## src/rtl/pftb_pkg.sv

```systemverilog
// Shared types and constants of the per-flow token bucket limiter.
`timescale 1ns / 1ps
package pftb_pkg;

  localparam int unsigned NumFlowsDef = 64;
  localparam int unsigned TimeBitsDef = 48;

  localparam int unsigned DelayW  = 22;
  localparam int unsigned TallyW  = 32;
  localparam int unsigned TokW    = 20;
  localparam int unsigned RateW   = 10;
  localparam int unsigned StrikeW = 8;

  typedef enum logic [1:0] {
    FUNC_CHECK   = 2'd0,
    FUNC_RESP    = 2'd1,
    FUNC_CLEAR   = 2'd2,
    FUNC_RESTART = 2'd3
  } func_e;

  typedef enum logic [2:0] {
    OUT_ALLOWED   = 3'd0,
    OUT_THROTTLED = 3'd1,
    OUT_BACKOFF   = 3'd2,
    OUT_BLOCKED   = 3'd3,
    OUT_DONE      = 3'd4
  } outcome_e;

  localparam logic [2:0] CfgBaseRate  = 3'd0;
  localparam logic [2:0] CfgBurst     = 3'd1;
  localparam logic [2:0] CfgBoBase    = 3'd2;
  localparam logic [2:0] CfgBoMax     = 3'd3;
  localparam logic [2:0] CfgAdaptive  = 3'd4;

  // Request to the divider and its answer.
  typedef struct packed {
    logic             start;
    logic [9:0]       num;
    logic [RateW-1:0] den;
  } div_req_t;

  typedef struct packed {
    logic             done;
    logic [9:0]       quo;
  } div_rsp_t;

endpackage

```

## src/rtl/pftb_div.sv

```systemverilog
// Radix-2 restoring divider for the token wait, one quotient bit per cycle.
`timescale 1ns / 1ps
module pftb_div
  import pftb_pkg::*;
(
  input  logic     clk_i,
  input  logic     rst_ni,
  input  div_req_t req_i,
  output div_rsp_t rsp_o
);

  logic [9:0]       quo_q, quo_d;
  logic [RateW-1:0] rem_q, rem_d;
  logic [RateW-1:0] den_q, den_d;
  logic [3:0]       cnt_q, cnt_d;
  logic             busy_q, busy_d, done_q, done_d;
  logic [RateW:0]   trial;

  always_comb begin
    quo_d  = quo_q;
    rem_d  = rem_q;
    den_d  = den_q;
    cnt_d  = cnt_q;
    busy_d = busy_q;
    done_d = 1'b0;
    trial  = {rem_q, quo_q[9]};
    if (req_i.start) begin
      quo_d  = req_i.num;
      rem_d  = '0;
      den_d  = req_i.den;
      cnt_d  = 4'd0;
      busy_d = 1'b1;
    end else if (busy_q) begin
      // shift one numerator bit in and try the subtract
      if (trial >= {1'b0, den_q}) begin
        rem_d = RateW'(trial - {1'b0, den_q});
        quo_d = {quo_q[8:0], 1'b1};
      end else begin
        rem_d = trial[RateW-1:0];
        quo_d = {quo_q[8:0], 1'b0};
      end
      cnt_d = cnt_q + 4'd1;
      if (cnt_q == 4'd9) begin
        busy_d = 1'b0;
        done_d = 1'b1;
      end
    end
  end

  always_ff @(posedge clk_i or negedge rst_ni) begin
    if (!rst_ni) begin
      busy_q <= 1'b0;
      done_q <= 1'b0;
      cnt_q  <= '0;
    end else begin
      busy_q <= busy_d;
      done_q <= done_d;
      cnt_q  <= cnt_d;
    end
  end

  always_ff @(posedge clk_i) begin
    quo_q <= quo_d;
    rem_q <= rem_d;
    den_q <= den_d;
  end

  assign rsp_o.done = done_q;
  assign rsp_o.quo  = quo_q;

endmodule
```

## config.mk

```make
export PLATFORM = sky130hd
export DESIGN_NAME = pftb_div
export DESIGN_NICKNAME = d
export VERILOG_FILES = /design/src/rtl/pftb_pkg.sv /design/src/rtl/pftb_div.sv
export SDC_FILE = /design/constraint.sdc
export NUM_CORES = 1
export LEC_CHECK = 0
export ABC_AREA = 1
export BUFFER_PORTS_ARGS = -buffer_cell sky130_fd_sc_hd__buf_2
export CORE_MARGIN = 2
export CORE_UTILIZATION = 45
export CTS_CLUSTER_DIAMETER = 200
export DETAILED_ROUTE_END_ITERATION = 16
export GPL_ROUTABILITY_DRIVEN = 0
export PLACE_DENSITY = 0.68
export SLEW_MARGIN = 30
export SYNTH_ARGS = -nofsm -noshare
export SYNTH_HDL_FRONTEND = slang
export SYNTH_SLANG_ARGS = --single-unit
```

## constraint.sdc

```tcl
create_clock -name clk_i -period 1.7 [get_ports clk_i]
set_input_delay 0.085 -clock clk_i [delete_from_list [all_inputs] [get_ports clk_i]]
set_output_delay 0.085 -clock clk_i [all_outputs]
set_load 0.02 [all_outputs]
```

==> reports/summary.log, run 1 <==
qor: placed_design.preCtsSetupSlack -0.0938 ns
qor: timing.grt_setup_unrepaired yes
qor: global_routing.grt_remaining_overflow 0
qor: layout.final.fill_count 381
qor: timing.maxSlewViolCount 0
qor: layout.mostFrequentLayoutCells 81 x nand2_1, 36 x inv_1, 33 x buf_2
qor: floorplanning.fp.dieW 73.0 µm
qor: power.p_clk_share 15.8%
qor: synth.syn_nets 304
qor: route.dr_total_vias 1928
qor: timing.clock_tree_skew_after_final_layout 0.00443 ns
qor: placed_design.port_buffers 33
qor: critical_path.worst_setup_path_end_kind flop
qor: power.seq_power_share 26.9%
qor: critical_path.worstSetupPathType flop to flop
qor: layout.syn2layout_area_growth 41.7%
qor: route.detail_route.wirelength 5.17 mm
qor: floorplanning.dieHeight 73.0 µm
qor: clock_network.clock_sinks 36
qor: synth.synth-seq-area-share 44.4%
qor: route.drt.antenna.violating_nets 0
qor: clock_network.htree_num_levels 2
qor: run_status.run_status finished clean
qor: power.p_sw 0.00199 W
qor: synth.netlist_area 2140 µm²
qor: layout.multiInputGateArea 1260 µm²
qor: critical_path.r2r_slack 0.03 ns
qor: power.cellPowerDensity 1570 nW/µm²
qor: power.p_comb_share 57.3%
qor: clock_network.clkTransAtPathRegs 0.07 ns
qor: global_routing.pin_count_of_the_biggest_net_entering_global_routing 15
qor: worst_hold_path.holdCritStartpoint req_i[12]
qor: synth.synth_area_leader_cell edfxtp_1
qor: placed_design.place_hpwl 3.30 mm
qor: critical_path.worst-endpoint-required 1.89 ns
qor: flow_run.cap_viol_max_count 0
qor: clock_network.insertion_delay 0.29 ns
qor: critical_path.worstReg2RegEnd rem_q[9]
qor: worst_hold_path.min_delay_path_depth 3
qor: power.p_int 0.00278 W
qor: critical_path.reg2regPathDepth 12
qor: global_routing.grt_use_total 20.3%
qor: worst_hold_path.hold_path_end quo_q[2]
qor: timing.period_minus_slack 1.67 ns
qor: route.drt_pre_antenna_iters 6
qor: layout.finalNetCount 374
qor: synth.dominant_cells_by_area_after_synthesis edfxtp_1 28%, nand2_1 17%, dfxtp_1 9.4%, inv_1 7.7%, dfrtp_1 7.0%
qor: power.p_leak 1.49 nW
qor: synth.synth_top_area_share 28.1%
qor: layout.fin_util 65.1%
qor: critical_path.maximum_fanout_count_along_the_critical_path 8
qor: timing.max_slew.worst_pin.slew 0.451 ns
qor: floorplanning.fp.coreArea 4660 µm²
qor: global_routing.antenna_violations_before_repair 0
qor: power.ir_worst_vdd 0.000615 V
qor: floorplanning.fp.dieArea 5330 µm²
qor: floorplanning.pin_count 34
qor: route.drt-vias-per-instance 4.91
qor: synth.yosysWarningCount 0
qor: route.wl_per_cell 13.2 µm
qor: synth.synth.avg_cell_area 7.99 µm²
qor: route.detail_route.drc_violations 0
qor: global_routing.grt_pass1_wl 8.28 mm
qor: clock_network.tritoncts_clock_tree done
qor: worst_hold_path.timing.hold.worst.class input port to flop
qor: critical_path.worst_ep_arrival_time 1.86 ns
qor: timing.hold_viol 0
qor: critical_path.worstReg2RegStart den_q[5]
qor: timing.finalHoldWorstSlack 0.0551 ns
qor: timing.post-route-period-util 98.3%
qor: floorplanning.placementRows 25
qor: global_routing.grt_pass1_vias 1817
qor: synth.synth_cell_type_count 31
qor: synth.postSynthRegisterBits 36
qor: route.detailed_router_s_first_iteration_violation_count 90
qor: timing.finalSetupViolations 0
qor: layout.antenna_cells_inserted 0
qor: power.power.share.switching 41.7%
qor: clock_network.cts_max_path_bufs 2
qor: timing.postLayoutSetupSlackWorst 0.0283 ns
qor: layout.ff_latch_area 952 µm²
qor: critical_path.worst_setup_path_start_kind flop
qor: layout.layout.cells.most_common nand2_1
qor: synth.synth_cells 268
qor: timing.timing.slew.headroom 69.9%
qor: clock_network.clock-root-buffer clkbuf_8
qor: clock_network.cts_buffers 5
qor: floorplanning.floorplan.initialDensity 45.9%
qor: timing.fmaxAchievable 598 MHz
qor: layout.drive_above_1_share 35.1%
critical path, cell delays in order (launching register included):
cell and delay (ns):
edfxtp_1 0.39, inv_2 0.08, ha_4 0.22, nand2_4 0.11, inv_4 0.04, a21oi_4 0.21, nand2_8 0.10, nand2_8 0.13
nand3_2 0.08, nand2_1 0.07, inv_1 0.04, nand2_1 0.05, nand2_1 0.05
power by group through the flow:
stage	sequential, W	combinational, W	clock, W
6_report	0.00128	0.00274	0.000754
5_1_grt	0.00131	0.00303	0.000799
4_1_cts	0.00125	0.00215	0.000761
3_5_place_dp	0.00124	0.00187	0
3_3_place_gp	0.00125	0.00186	0
2_1_floorplan	0.00125	0.00137	0
state kept, by name, summed over array words and instances, names as in the netlist:
signal,count
done_q,1
cnt_q,4
rem_q,10
den_q,10
busy_q,1
quo_q,10
how the worst max path moves through the flow:
| stage | start | end | slack [ns] | depth (start not counted) |
|---|---|---|---|---|
| after floorplan | quo_q[9] | rem_q[8] | -0.001 | 12 |
| after global placement | den_q[6] | rem_q[2] | -0.07 | 11 |
| after detailed placement | den_q[6] | rem_q[9] | -0.09 | 11 |
| after CTS | rem_q[6] | rem_q[1] | 0.01 | 10 |
| after global routing | den_q[6] | rem_q[9] | -0.06 | 12 |
| final | den_q[5] | rem_q[9] | 0.03 | 12 |
cells in the mapped netlist (all sizes together):
library cell  number
or2                1
clkbuf             3
fa                 1
nor3               2
dfrtp              6
o22ai              1
buf                3
inv               45
ha                12
nand3b             6
nand3             22
dfxtp             10
a21oi              7
nand2            102
nor4               1
nand4              3
nor2              11
o21ai              7
xnor2              3
a31oi              2
edfxtp            20
layer usage:
| layer | vias up | share of wire [%] | track usage (%) |
|---|---|---|---|
| met1 | 878 | 46 | 26.9 |
| met5 | - | 0 | 0 |
| li1 | 990 | - | - |
| met3 | 10 | 3.8 | 5.11 |
| met2 | 50 | 49 | 32.5 |
| met4 | 0 | 1.9 | 6.58 |
repair_timing:
action,CTS,global route
pin swaps,3,16
endpoints found under the setup margin,10,11
gates resized for setup,12,50
hold buffers,11,0
hold endpoints to repair,16,0
cloned,1,2
setup buffers,1,6
area by class of cell:
type / instances / share of cell area [%]
Clock buffer: 6 / 2.39
Timing Repair inverter: 1 / 0.206
Inverter: 45 / 5.98
Multi-Input combinational cell: 183 / 41.6
Timing Repair Buffer: 66 / 15.1
Tap cell: 54 / 2.23
Clock inverter: 2 / 1.15
Sequential cell: 36 / 31.4
through the flow:
step | cells | setup TNS, ns | cell area, µm² | total power (W)
2_1_floorplan | 268 | -0.00150 | 2160 | 0.00262
3_3_place_gp | 364 | -0.486 | 2450 | 0.00311
5_1_grt | 393 | -0.265 | 3030 | 0.00513
3_5_place_dp | 364 | -0.713 | 2450 | 0.00312
4_1_cts | 385 | 0 | 2780 | 0.00416
6_report | 393 | 0 | 3030 | 0.00477
cell families after synthesis:
logic type      share of synthesized area [%]
fa+ha+maj                                7.95
compound gates                           4.85
xor+xnor                                 1.23
buf+inv                                  10.3
simple gates                             31.3
flops                                    44.4
Note: power is estimated with default switching activity, not from simulation.
==> run 2, diff against run 1 <==
--- a/config.mk
+++ b/config.mk
@@ -7,12 +7,13 @@
 export LEC_CHECK = 0
 export ABC_AREA = 1
 export BUFFER_PORTS_ARGS = -buffer_cell sky130_fd_sc_hd__buf_2
+export CORE_ASPECT_RATIO = 1.5
 export CORE_MARGIN = 2
 export CORE_UTILIZATION = 45
 export CTS_CLUSTER_DIAMETER = 200
 export DETAILED_ROUTE_END_ITERATION = 16
 export GPL_ROUTABILITY_DRIVEN = 0
-export PLACE_DENSITY = 0.68
+export PLACE_DENSITY = 0.65
 export SLEW_MARGIN = 30
 export SYNTH_ARGS = -nofsm -noshare
 export SYNTH_HDL_FRONTEND = slang
==> reports/summary.log, run 2 (synthesis results as in run 1) <==
qor: run_status.run_status finished clean
qor: clock_network.cts_max_path_bufs 2
qor: global_routing.grt_use_total 20.1%
qor: timing.postLayoutSetupSlackWorst 0.00581 ns
qor: route.drt_pre_antenna_iters 6
qor: critical_path.worst_setup_path_end_kind flop
qor: clock_network.tritoncts_clock_tree done
qor: timing.period_minus_slack 1.69 ns
qor: clock_network.insertion_delay 0.29 ns
qor: timing.timing.slew.headroom 67.2%
qor: route.detailed_router_s_first_iteration_violation_count 63
qor: route.wl_per_cell 12.8 µm
qor: clock_network.clock_sinks 36
qor: global_routing.pin_count_of_the_biggest_net_entering_global_routing 15
qor: global_routing.grt_pass1_wl 8.07 mm
qor: layout.antenna_cells_inserted 0
qor: power.ir_worst_vdd 0.000919 V
qor: placed_design.port_buffers 33
qor: clock_network.htree_num_levels 2
qor: floorplanning.dieHeight 88.5 µm
qor: layout.final.fill_count 369
qor: timing.finalSetupViolations 0
qor: layout.layout.cells.most_common nand2_1
qor: critical_path.worstSetupPathType flop to flop
qor: layout.finalNetCount 376
qor: timing.maxSlewViolCount 0
qor: route.detail_route.wirelength 5.19 mm
qor: layout.fin_util 67.0%
qor: critical_path.maximum_fanout_count_along_the_critical_path 6
qor: flow_run.cap_viol_max_count 0
qor: layout.syn2layout_area_growth 42.1%
qor: power.cellPowerDensity 1530 nW/µm²
qor: floorplanning.fp.dieArea 5340 µm²
qor: timing.fin_tns_setup 0 ns
qor: clock_network.clkTransAtPathRegs 0.07 ns
qor: power.p_leak 1.52 nW
qor: timing.post-route-period-util 99.7%
qor: floorplanning.placementRows 30
qor: layout.drive_above_1_share 36.4%
qor: floorplanning.fp.coreArea 4540 µm²
qor: route.dr_total_vias 1965
qor: global_routing.antenna_violations_before_repair 0
qor: global_routing.grt_pass1_vias 1887
qor: global_routing.grt_remaining_overflow 0
qor: placed_design.place_hpwl 3.52 mm
qor: floorplanning.pin_count 34
qor: route.drt.antenna.violating_nets 0
qor: route.drt-vias-per-instance 4.85
qor: floorplanning.fp.dieW 60.3 µm
qor: timing.hold_viol 0
qor: critical_path.worst-endpoint-required 1.87 ns
qor: layout.mostFrequentLayoutCells 80 x nand2_1, 36 x inv_1, 33 x buf_2
qor: critical_path.worst_setup_path_start_kind flop
qor: placed_design.preCtsSetupSlack -0.103 ns
qor: layout.layout_top_registers den_q (10), quo_q (10), rem_q (10)
qor: timing.max_slew.worst_pin.slew 0.491 ns
qor: route.detail_route.drc_violations 0
qor: clock_network.cts_buffers 5
qor: timing.fmaxAchievable 590 MHz
qor: clock_network.clock-root-buffer clkbuf_8
qor: timing.clock_tree_skew_after_final_layout 0.00650 ns
qor: critical_path.worst_ep_arrival_time 1.87 ns
qor: worst_hold_path.timing.hold.worst.class input port to flop
qor: floorplanning.floorplan.initialDensity 47.1%
qor: timing.grt_setup_unrepaired yes
## run 2: cell types whose count changed in the layout (fill, tap and decap cells not counted), sizes merged
cell / previous run / this run
buf: 55 / 57
bufinv: 1 / 0
clkbuf: 6 / 7
clkinv: 1 / 2
inv: 46 / 45
## run 2: layout make-up
type | instances | area [µm²] | share of cell area [%]
Timing Repair Buffer | 69 | 493 | 16.2
Inverter | 45 | 174 | 5.72
Tap cell | 64 | 80.1 | 2.63
Clock inverter | 2 | 10.0 | 0.329
Clock buffer | 6 | 82.6 | 2.71
Multi-Input combinational cell | 183 | 1250 | 41.1
Sequential cell | 36 | 952 | 31.3
## run 2: repair_timing
action,in CTS,in global routing
gates resized for setup,7,49
pin swaps,1,21
setup buffers,0,7
endpoints found under the hold margin,16,0
gates cloned,0,3
hold buffers,11,0
endpoints found under the setup margin,10,11
## run 2: worst paths after layout
kind / from / to / slack, ns / cells after the start
max: den_q[6] / rem_q[1] / 0.006 / 10
min: req_i[13] / quo_q[3] / 0.06 / 3
max reg2reg: den_q[6] / rem_q[1] / 0.006 / 10
min reg2reg: rem_q[7] / rem_q[7] / 0.50 / 2
max in group asynchronous: rst_ni / cnt_q[1] / 1.43 / 2
min in group asynchronous: rst_ni / cnt_q[2] / 0.14 / 2
## run 2: critical path: stages, from the launching register on
cell,delay (ns)
edfxtp_1,0.33
inv_1,0.06
ha_4,0.30
nand2_1,0.11
nor2_4,0.12
nand3_1,0.11
nand2_2,0.10
inv_4,0.07
clkbuf_16,0.16
a21oi_1,0.14
o21ai_1,0.08
## run 2: metal layers
metal	global-route usage (%)	vias to the layer above	wire (µm)
li1	-	998	-
met1	23.7	920	2120
met5	0	-	0
met3	2.78	11	142
met2	35.8	36	2820
met4	8.48	0	104
## run 2: power breakdown
group / internal [W] / total (W) / switching, W
clock network: 0.000323 / 0.000628 / 0.000305
logic: 0.00127 / 0.00275 / 0.00148
registers: 0.00110 / 0.00127 / 0.000168
total: 0.00269 / 0.00465 / 0.00195
## run 2: per-stage QoR
step | cells | hold slack, ns | instance area [µm²] | total power, W
6_report | 405 | 0.0648 | 3040 | 0.00465
5_1_grt | 405 | 0.0772 | 3040 | 0.00500
4_1_cts | 395 | 0.0564 | 2750 | 0.00395
3_5_place_dp | 376 | -0.0873 | 2490 | 0.00317
3_3_place_gp | 376 | -0.0867 | 2490 | 0.00317
2_1_floorplan | 268 | -0.211 | 2160 | 0.00262
